## src/sv/rop_pkg.sv

```systemverilog
// shared types and constants of the raster-op pixel write block
`default_nettype none

package rop_pkg;

  // pipeline depth from input transfer to output register
  localparam int NSTG = 4;

  // configuration register indexes
  localparam logic [1:0] REG_FRAME_BASE = 2'd0;
  localparam logic [1:0] REG_FOUR_BYTE  = 2'd1;
  localparam logic [1:0] REG_LINE_WIDTH = 2'd2;

  localparam logic [31:0] FRAME_BASE_RST = 32'd0;
  localparam logic        FOUR_BYTE_RST  = 1'b1;
  localparam logic [15:0] LINE_WIDTH_RST = 16'd640;

  // raster-op codes
  localparam logic [7:0] OP_REPLACE  = 8'd0;
  localparam logic [7:0] OP_OR       = 8'd1;
  localparam logic [7:0] OP_AND      = 8'd2;
  localparam logic [7:0] OP_XOR      = 8'd3;
  localparam logic [7:0] OP_RED_LSB  = 8'd10;
  localparam logic [7:0] OP_GRN_LSB  = 8'd11;
  localparam logic [7:0] OP_BLU_LSB  = 8'd12;
  localparam logic [7:0] OP_MSB_ONLY = 8'd20;
  localparam logic [7:0] OP_NO_RED   = 8'd21;
  localparam logic [7:0] OP_GRAY     = 8'd22;
  localparam logic [7:0] OP_INVERT   = 8'd30;
  localparam logic [7:0] OP_BRIGHTEN = 8'd31;
  localparam logic [7:0] OP_DARKEN   = 8'd32;
  localparam logic [7:0] OP_KEEP     = 8'd40;
  localparam logic [7:0] OP_THRESH   = 8'd41;
  localparam logic [7:0] OP_POSTER   = 8'd42;

  localparam logic [7:0]  LSB_CLR_MASK = 8'hFE;
  localparam logic [7:0]  MSB_MASK     = 8'h80;
  localparam logic [7:0]  POSTER_MASK  = 8'hC0;
  localparam logic [8:0]  SAT_STEP     = 9'd50;
  localparam logic [7:0]  CH_MAX       = 8'd255;
  localparam logic [13:0] GRAY_W_RED   = 14'd30;
  localparam logic [13:0] GRAY_W_GRN   = 14'd59;
  localparam logic [13:0] GRAY_W_BLU   = 14'd11;
  // n / 100 == (n * 5243) >> 19 for every n below 43699
  localparam logic [26:0] RECIP_100    = 27'd5243;
  localparam int          RECIP_SHIFT  = 19;
  // (r + g + b) / 3 > 128 holds exactly when the sum reaches 387
  localparam logic [9:0]  THRESH_SUM   = 10'd387;

  typedef struct packed {
    logic [7:0] a;
    logic [7:0] r;
    logic [7:0] g;
    logic [7:0] b;
  } pixel_t;

  typedef struct packed {
    logic [NSTG-1:0] en;
  } stage_ctrl_t;

endpackage

`default_nettype wire

```

## src/sv/rop_addr.sv

```systemverilog
// address pipeline: row multiply, column add, scale by bytes per pixel
`default_nettype none

module rop_addr (
  input  wire logic                clk,
  input  wire rop_pkg::stage_ctrl_t ctrl,
  input  wire logic                four_byte_mode,
  input  wire logic [15:0]         line_width,
  input  wire logic [15:0]         pos_x,
  input  wire logic [15:0]         pos_y,
  output logic [31:0]              byte_offset
);

  logic [31:0] prod_r;
  logic [15:0] px_r;
  logic [31:0] idx_r;
  logic [31:0] scaled_r;
  logic [31:0] idx_nxt;
  logic [31:0] scaled_nxt;

  assign idx_nxt    = prod_r + {16'd0, px_r};
  // times 3 is shift plus add, wrapping at 32 bits
  assign scaled_nxt = four_byte_mode ? {idx_r[29:0], 2'b00}
                                     : {idx_r[30:0], 1'b0} + idx_r;

  always_ff @(posedge clk) begin
    if (ctrl.en[0]) begin
      prod_r <= {16'd0, pos_y} * {16'd0, line_width};
      px_r   <= pos_x;
    end
    if (ctrl.en[1]) begin
      idx_r <= idx_nxt;
    end
    if (ctrl.en[2]) begin
      scaled_r <= scaled_nxt;
    end
  end

  assign byte_offset = scaled_r;

endmodule

`default_nettype wire

```

## src/sv/rop_pix.sv

```systemverilog
// pixel pipeline: raster-op decode, gray weighting and final channel select
`default_nettype none

module rop_pix (
  input  wire logic                clk,
  input  wire rop_pkg::stage_ctrl_t ctrl,
  input  wire logic [31:0]         color,
  input  wire logic [7:0]          rop_code,
  input  wire rop_pkg::pixel_t     old_pix,
  output rop_pkg::pixel_t          new_pix
);

  rop_pkg::pixel_t src;
  rop_pkg::pixel_t pix1_nxt;
  rop_pkg::pixel_t pix1_r;
  rop_pkg::pixel_t pix2_r;
  rop_pkg::pixel_t pix3_r;
  rop_pkg::pixel_t pix3_nxt;
  logic            gray1_nxt;
  logic            gray1_r;
  logic            gray2_r;
  logic [13:0]     wr1_r;
  logic [13:0]     wg1_r;
  logic [13:0]     wb1_r;
  logic [26:0]     qr_full;
  logic [26:0]     qg_full;
  logic [26:0]     qb_full;
  logic [7:0]      qr2_r;
  logic [7:0]      qg2_r;
  logic [7:0]      qb2_r;
  logic [7:0]      gray_lvl;
  logic [9:0]      ch_sum;
  logic [7:0]      thr_lvl;

  assign src = color;

  function automatic logic [7:0] sat_add(input logic [7:0] c);
    logic [8:0] s;
    s = {1'b0, c} + rop_pkg::SAT_STEP;
    return s[8] ? rop_pkg::CH_MAX : s[7:0];
  endfunction

  function automatic logic [7:0] sat_sub(input logic [7:0] c);
    logic [8:0] s;
    s = {1'b0, c} - rop_pkg::SAT_STEP;
    return s[8] ? 8'd0 : s[7:0];
  endfunction

  assign ch_sum  = {2'b00, old_pix.r} + {2'b00, old_pix.g} + {2'b00, old_pix.b};
  assign thr_lvl = (ch_sum >= rop_pkg::THRESH_SUM) ? rop_pkg::CH_MAX : 8'd0;

  always_comb begin
    pix1_nxt  = old_pix;
    gray1_nxt = 1'b0;
    case (rop_code)
      rop_pkg::OP_OR: begin
        pix1_nxt.b = old_pix.b | src.b;
        pix1_nxt.g = old_pix.g | src.g;
        pix1_nxt.r = old_pix.r | src.r;
      end
      rop_pkg::OP_AND: begin
        pix1_nxt.b = old_pix.b & src.b;
        pix1_nxt.g = old_pix.g & src.g;
        pix1_nxt.r = old_pix.r & src.r;
      end
      rop_pkg::OP_XOR: begin
        pix1_nxt.b = old_pix.b ^ src.b;
        pix1_nxt.g = old_pix.g ^ src.g;
        pix1_nxt.r = old_pix.r ^ src.r;
      end
      rop_pkg::OP_RED_LSB: pix1_nxt.r = old_pix.r & rop_pkg::LSB_CLR_MASK;
      rop_pkg::OP_GRN_LSB: pix1_nxt.g = old_pix.g & rop_pkg::LSB_CLR_MASK;
      rop_pkg::OP_BLU_LSB: pix1_nxt.b = old_pix.b & rop_pkg::LSB_CLR_MASK;
      rop_pkg::OP_MSB_ONLY: begin
        pix1_nxt.b = old_pix.b & rop_pkg::MSB_MASK;
        pix1_nxt.g = old_pix.g & rop_pkg::MSB_MASK;
        pix1_nxt.r = old_pix.r & rop_pkg::MSB_MASK;
      end
      rop_pkg::OP_NO_RED: pix1_nxt.r = 8'd0;
      rop_pkg::OP_GRAY:   gray1_nxt  = 1'b1;
      rop_pkg::OP_INVERT: begin
        pix1_nxt.b = ~old_pix.b;
        pix1_nxt.g = ~old_pix.g;
        pix1_nxt.r = ~old_pix.r;
      end
      rop_pkg::OP_BRIGHTEN: begin
        pix1_nxt.b = sat_add(old_pix.b);
        pix1_nxt.g = sat_add(old_pix.g);
        pix1_nxt.r = sat_add(old_pix.r);
      end
      rop_pkg::OP_DARKEN: begin
        pix1_nxt.b = sat_sub(old_pix.b);
        pix1_nxt.g = sat_sub(old_pix.g);
        pix1_nxt.r = sat_sub(old_pix.r);
      end
      rop_pkg::OP_KEEP: pix1_nxt = old_pix;
      rop_pkg::OP_THRESH: begin
        pix1_nxt.b = thr_lvl;
        pix1_nxt.g = thr_lvl;
        pix1_nxt.r = thr_lvl;
      end
      rop_pkg::OP_POSTER: begin
        pix1_nxt.b = old_pix.b & rop_pkg::POSTER_MASK;
        pix1_nxt.g = old_pix.g & rop_pkg::POSTER_MASK;
        pix1_nxt.r = old_pix.r & rop_pkg::POSTER_MASK;
      end
      default: begin
        // replace, also taken by unknown codes
        pix1_nxt   = src;
        pix1_nxt.a = src.a + 8'd1;
      end
    endcase
  end

  // divide by 100 through a reciprocal multiply
  assign qr_full = {13'd0, wr1_r} * rop_pkg::RECIP_100;
  assign qg_full = {13'd0, wg1_r} * rop_pkg::RECIP_100;
  assign qb_full = {13'd0, wb1_r} * rop_pkg::RECIP_100;

  assign gray_lvl = qr2_r + qg2_r + qb2_r;

  always_comb begin
    pix3_nxt = pix2_r;
    if (gray2_r) begin
      pix3_nxt.b = gray_lvl;
      pix3_nxt.g = gray_lvl;
      pix3_nxt.r = gray_lvl;
    end
  end

  always_ff @(posedge clk) begin
    if (ctrl.en[0]) begin
      pix1_r  <= pix1_nxt;
      gray1_r <= gray1_nxt;
      wr1_r   <= {6'd0, old_pix.r} * rop_pkg::GRAY_W_RED;
      wg1_r   <= {6'd0, old_pix.g} * rop_pkg::GRAY_W_GRN;
      wb1_r   <= {6'd0, old_pix.b} * rop_pkg::GRAY_W_BLU;
    end
    if (ctrl.en[1]) begin
      pix2_r  <= pix1_r;
      gray2_r <= gray1_r;
      qr2_r   <= qr_full[rop_pkg::RECIP_SHIFT +: 8];
      qg2_r   <= qg_full[rop_pkg::RECIP_SHIFT +: 8];
      qb2_r   <= qb_full[rop_pkg::RECIP_SHIFT +: 8];
    end
    if (ctrl.en[2]) begin
      pix3_r <= pix3_nxt;
    end
  end

  assign new_pix = pix3_r;

endmodule

`default_nettype wire

```

## src/sv/raster_op_pixel_write_core.sv

```systemverilog
// top level of the raster-op pixel write block: config, stage control, output register
//
// Takes one pixel write request per in_ transfer and returns one result per
// out_ transfer, in order. A request carries a source color, an x/y position,
// a raster-op code and the old destination pixel; the result carries the byte
// address of the pixel (frame base plus row/column offset times 3 or 4 bytes)
// and the new pixel bytes. A zero frame base returns status 1 with all other
// result fields zero.
// Four register stages: row multiply and op decode, column add and gray
// divide, byte scaling and gray select, then the output register. out_tvalid
// rises when an item reaches the output register; throughput is one item per
// cycle while out_tready stays high, and the 16x16 row multiply sets the depth
// of the first stage.
// Each stage has its own valid bit and loads whenever it is empty or the
// stage after it moves, so bubbles close up while the receiver stalls and a
// full pipeline holds every item until out_tready returns.
// Reset empties the pipeline and sets frame base 0, 32 bpp and width 640.
// Configuration writes go on the cfg_ port while no item is in flight.
`default_nettype none

module raster_op_pixel_write_core (
  input  wire logic         clk,
  input  wire logic         rst_n,
  input  wire logic         cfg_wr_en,
  input  wire logic [1:0]   cfg_index,
  input  wire logic [31:0]  cfg_data,
  input  wire logic         in_tvalid,
  output logic              in_tready,
  // color, pos_x, pos_y, rop_code, old_blue, old_green, old_red, old_alpha
  input  wire logic [103:0] in_tdata,
  output logic              out_tvalid,
  input  wire logic         out_tready,
  // write_address, new_blue, new_green, new_red, new_alpha
  output logic [63:0]       out_tdata,
  // status, alpha_write
  output logic [1:0]        out_tuser
);

  localparam int NSTG = rop_pkg::NSTG;

  logic [31:0]          frame_base_r;
  logic                 four_byte_r;
  logic [15:0]          line_width_r;
  logic [NSTG-1:0]      v_r;
  logic [NSTG:0]        stg_rdy;
  rop_pkg::stage_ctrl_t ctrl;
  rop_pkg::pixel_t      old_pix;
  rop_pkg::pixel_t      new_pix;
  logic [31:0]          byte_offset;
  logic [31:0]          addr_nxt;
  logic [31:0]          addr_r;
  rop_pkg::pixel_t      pix_r;
  logic                 status_r;
  logic                 alpha_wr_r;

  always_ff @(posedge clk) begin
    if (!rst_n) begin
      frame_base_r <= rop_pkg::FRAME_BASE_RST;
      four_byte_r  <= rop_pkg::FOUR_BYTE_RST;
      line_width_r <= rop_pkg::LINE_WIDTH_RST;
    end else if (cfg_wr_en) begin
      unique case (cfg_index)
        rop_pkg::REG_FRAME_BASE: frame_base_r <= cfg_data;
        rop_pkg::REG_FOUR_BYTE:  four_byte_r  <= cfg_data[0];
        rop_pkg::REG_LINE_WIDTH: line_width_r <= cfg_data[15:0];
        default: ;
      endcase
    end
  end

  // a stage loads when empty or when the next one moves
  always_comb begin
    stg_rdy[NSTG] = out_tready;
    for (int k = NSTG - 1; k >= 0; k--) begin
      stg_rdy[k] = !v_r[k] || stg_rdy[k+1];
    end
  end
  assign ctrl.en   = stg_rdy[NSTG-1:0];
  assign in_tready = stg_rdy[0];

  always_ff @(posedge clk) begin
    if (!rst_n) begin
      v_r <= '0;
    end else begin
      for (int k = 0; k < NSTG; k++) begin
        if (stg_rdy[k]) begin
          v_r[k] <= (k == 0) ? in_tvalid : v_r[(k == 0) ? 0 : k - 1];
        end
      end
    end
  end

  assign old_pix.b = in_tdata[79:72];
  assign old_pix.g = in_tdata[87:80];
  assign old_pix.r = in_tdata[95:88];
  assign old_pix.a = in_tdata[103:96];

  rop_addr u_addr (
    .clk            (clk),
    .ctrl           (ctrl),
    .four_byte_mode (four_byte_r),
    .line_width     (line_width_r),
    .pos_x          (in_tdata[47:32]),
    .pos_y          (in_tdata[63:48]),
    .byte_offset    (byte_offset)
  );

  rop_pix u_pix (
    .clk      (clk),
    .ctrl     (ctrl),
    .color    (in_tdata[31:0]),
    .rop_code (in_tdata[71:64]),
    .old_pix  (old_pix),
    .new_pix  (new_pix)
  );

  assign addr_nxt = byte_offset + frame_base_r;

  always_ff @(posedge clk) begin
    if (ctrl.en[NSTG-1]) begin
      if (frame_base_r == '0) begin
        status_r   <= 1'b1;
        addr_r     <= '0;
        pix_r      <= '0;
        alpha_wr_r <= 1'b0;
      end else begin
        status_r   <= 1'b0;
        addr_r     <= addr_nxt;
        pix_r.b    <= new_pix.b;
        pix_r.g    <= new_pix.g;
        pix_r.r    <= new_pix.r;
        pix_r.a    <= four_byte_r ? new_pix.a : 8'd0;
        alpha_wr_r <= four_byte_r;
      end
    end
  end

  assign out_tvalid = v_r[NSTG-1];
  assign out_tdata  = {pix_r.a, pix_r.r, pix_r.g, pix_r.b, addr_r};
  assign out_tuser  = {alpha_wr_r, status_r};

  // a full pipeline with a stalled receiver takes nothing new
  a_full_blocks: assert property (@(posedge clk) disable iff (!rst_n)
    (&v_r) && !out_tready |-> !in_tready)
    else $error("input taken while pipeline full and stalled");

  a_enter: assert property (@(posedge clk) disable iff (!rst_n)
    in_tvalid && in_tready |=> v_r[0])
    else $error("accepted item lost at first stage");

  a_nobuf_zero: assert property (@(posedge clk) disable iff (!rst_n)
    out_tvalid && out_tuser[0] |-> out_tdata == '0 && !out_tuser[1])
    else $error("no-buffer result carries data");

  a_alpha_mode: assert property (@(posedge clk) disable iff (!rst_n)
    out_tvalid && !out_tuser[0] |-> out_tuser[1] == four_byte_r)
    else $error("alpha write flag disagrees with pixel format");

endmodule

`default_nettype wire

```

## config.mk

```make
export PLATFORM = sky130hd
export DESIGN_NAME = raster_op_pixel_write_core
export DESIGN_NICKNAME = d
export VERILOG_FILES = /design/src/sv/rop_pkg.sv /design/src/sv/rop_addr.sv /design/src/sv/rop_pix.sv /design/src/sv/raster_op_pixel_write_core.sv
export SDC_FILE = /design/constraint.sdc
export NUM_CORES = 2
export LEC_CHECK = 0
export BUFFER_PORTS_ARGS = -buffer_cell sky130_fd_sc_hd__buf_2
export CAP_MARGIN = 5
export CORE_MARGIN = 8
export CORE_UTILIZATION = 40
export CTS_BUF_LIST = sky130_fd_sc_hd__clkbuf_2 sky130_fd_sc_hd__clkbuf_4 sky130_fd_sc_hd__clkbuf_8
export DETAILED_ROUTE_END_ITERATION = 6
export HOLD_SLACK_MARGIN = 0.06
export PLACE_DENSITY_LB_ADDON = 0.1
export SYNTH_ARGS = -nofsm -noshare
export SYNTH_HDL_FRONTEND = slang
export SYNTH_SLANG_ARGS = --single-unit
```

## constraint.sdc

```tcl
create_clock -name clk -period 7 [get_ports clk]
set_input_delay 1.4 -clock clk [delete_from_list [all_inputs] [get_ports clk]]
set_output_delay 1.4 -clock clk [all_outputs]
set_load 0.005 [all_outputs]
```

==> key figures <==
Status
  – Status: finished, final reports clean

Critical path
  – Setup crit start kind: primary input
  – WP data required: 7.37 ns
  – Worst Path Class, Setup: in -> reg
  – Crit path launch: in_tdata[54]
  – Maximum fanout along the worst path: 6
  – FF-to-FF Start: line_width_r[1]
  – CP endpoint kind: flop
  – Data arrival, critical path: 7.00 ns

Min path
  – Hold Crit Start: u_pix.pix1_r[26]
  – Worst Hold Class: reg -> reg

Global route
  – Total track usage: 17.57%
  – First-pass GRT wire length: 157100 µm
  – Vias in the first global route: 28180
  – Grt ovf: 0
  – Largest net degree at the start of global routing: 72
  – Initial antenna violation count: 3

Route
  – WL/cell: 17.57 µm
  – Final WL: 97460 µm
  – Via count: 27480
  – Via-per-instance ratio: 4.953
  – # DRC: 0
  – DRT iter0 DRCs: 1454
  – First-pass DRT Iterations: 5
  – Post-route ant nets: 0

Cells and area
  – Fill count: 9640
  – Core Util, Final: 44.69%
  – Share of cells above drive strength 1: 10.88%
  – Area of the multi-input gates: 25870 µm²
  – Nets: 5333
  – Layout area overhead: 11.39%
  – Sequential cell area: 11120 µm²

STA
  – Hold Fails Final Rpt: 0
  – Max Fclk: 0.1507 GHz
  – Pins over their slew limit: 0
  – Setup violators final: 0
  – Final Cycle Share: 94.78%
  – RSZ-0062 raised after global routing: false
  – Worst-Margin Slew: 0.9685 ns
  – Setup Skew: 0.04358 ns
  – Tmin final: 6.635 ns
  – Rel. slew slack: 35.43%

Die
  – Die H: 331.8 µm
  – Initial Util: 40.12%
  – Num ports: 211
  – Die ar.: 110100 µm²
  – Core box area: 99420 µm²
  – Row cnt: 116
  – Die width: 331.8 µm

Yosys
  – Synth Area per Inst: 10.20 µm²
  – Post-synthesis register bit count: 388
  – Synth Area in XOR/XNOR: 3.843%
  – Post-synth EDFFs: 335
  – Synth area leaders: edfxtp_1, fa_1, ha_1
  – Largest family of logic cells by synthesized area: adder cells
  – FFs w/ async S/R, synth: 0%
  – Synth Area in Compound Gates: 11.27%
  – Mapped Cells: 3912
  – Main synth FF type: edfxtp_1
  – Multiplexer share of the synthesized area: 0.2321%
  – Cell with the most instances after synthesis: inv_1
  – Warnings, synthesis: 0
  – Syn Std Cell Area: 39880 µm²
  – Adder-cell share of the synthesized area: 38.79%
  – Simple-gate share of the synthesized area: 10.69%
  – Register area share after synthesis: 27.88%
  – Yosys cell types: 83
  – Syn_nets: 5054
  – Synth area leader: edfxtp_1
  – Synth top cells by count: inv_1, ha_1, fa_1, nand2_1, edfxtp_1
  – Top-area cell type share of the netlist area: 25.22%

Placed design
  – Post-DP HPWL: 81330 µm
  – Buffers on Ports: 210
  – GPL Wtd Cong: 0.8289

Clocking
  – CTS tree: yes
  – Post-CTS Hold Fix Bufs: 0
  – TritonCTS buffer count: 72
  – Root Driver: clkbuf_8
  – Clk pin slew, worst setup/hold paths: 0.06 ns
  – H-Tree Depth: 3
  – Clk sinks: 388
  – Post-CTS Setup Bufs: 0
  – Resized Gates After CTS: 0
  – Clk_lat worst skew: 0.66 ns
  – Max Buffers Root-to-Sink: 3

Flow run
  – Max cap viols: 0
per-layer routing:
metal	vias up	share of wire, %	track usage [%]
met3	64	4.2	2.408
li1	13710	-	-
met2	507	43	27.55
met4	0	0.96	2.843
met1	13200	51	26.15
met5	-	0	0
through the flow:
| step | setup WS, ns | hold WS, ns | cells | TNS [ns] | instance area [µm²] |
|---|---|---|---|---|---|
| 4_1_cts | 0.4428 | 0.4039 | 5543 | 0 | 44420 |
| 2_1_floorplan | 0.009188 | 0.4003 | 3912 | 0 | 39890 |
| 5_1_grt | 0.1138 | 0.4030 | 5545 | 0 | 44420 |
| 3_3_place_gp | -0.2085 | 0.4004 | 5415 | -0.6171 | 42950 |
| 6_report | 0.3655 | 0.4078 | 5548 | 0 | 44430 |
| 3_5_place_dp | -0.2440 | 0.4045 | 5415 | -0.7478 | 42950 |
state kept, by name, summed over array words and instances, names as in the netlist, 16 cells and up:
name,cells
u_addr.prod_r,32
line_width_r,16
u_addr.idx_r,32
u_addr.px_r,16
u_pix.pix1_r,32
u_pix.new_pix,32
out_tdata,32
u_addr.byte_offset,32
frame_base_r,32
u_pix.pix2_r,32
addr_r,32
cell usage in the layout (no fill, tap or decap), types with 20 or more instances in the layout:
cell type    n
a21boi_0    52
a21o_1      59
a21oi_1    152
a22oi_1     26
and2_1     159
and3_1      28
buf_2      210
buf_4       95
clkbuf_8    78
dfxtp_1     52
edfxtp_1   335
fa_1       396
ha_1       603
inv_1      665
nand2_1    374
nand2b_1    25
nand3_1     39
nor2_1     121
nor2b_1     24
nor3_1      38
o21a_1      26
o21ai_0    163
o21bai_1    32
o32a_1      22
or3_1       20
xnor2_1    110
xor2_1      65
kinds of logic (layout without fill, tap and decap cells):
logic type / Yosys count / in the layout
adders and majority gates: 999 / 999
and+or+nand+nor: 889 / 889
buffers and inverters: 771 / 1104
AOI/OAI and AO/OA: 681 / 681
DFF: 388 / 388
xor gates and xnor gates: 175 / 175
muxes: 9 / 9
other: 0 / 5
worst paths after layout:
path | to | cells after the start | slack, ns
worst max-delay path | u_addr.prod_r[31] | 22 | 0.37
worst min-delay path | u_pix.pix2_r[26] | 0 | 0.41
worst max register to register | u_addr.prod_r[31] | 20 | 0.48
worst min register to register | u_pix.pix2_r[26] | 0 | 0.41
worst max-delay path, stage by stage:
cell and delay, ns:
buf_2 0.15, buf_4 0.14, nand2_1 0.07, fa_1 0.57, inv_1 0.05, fa_1 0.53, ha_1 0.14, inv_1 0.05
fa_1 0.48, fa_1 0.54, inv_1 0.05, fa_1 0.43, ha_1 0.20, or3_1 0.39, a211oi_2 0.30, and4b_1 0.27
or4_4 0.50, a41oi_2 0.23, o31a_1 0.19, o21bai_1 0.08, a21oi_2 0.15, xnor2_1 0.07
layout make-up:
| class | instances | area share (%) |
|---|---|---|
| multi-input cells | 2753 | 58.24 |
| flip-flops and latches | 388 | 25.03 |
| inverters | 668 | 5.647 |
| repair buffers | 308 | 4.106 |
| well taps | 1298 | 3.656 |
| clock buffers | 91 | 2.636 |
| clock inverters | 37 | 0.6562 |
| diodes | 5 | 0.02816 |
Power is left out: the tool's default activity adds up to more than one toggle a clock period on the data nets, which glitch-free logic cannot reach.
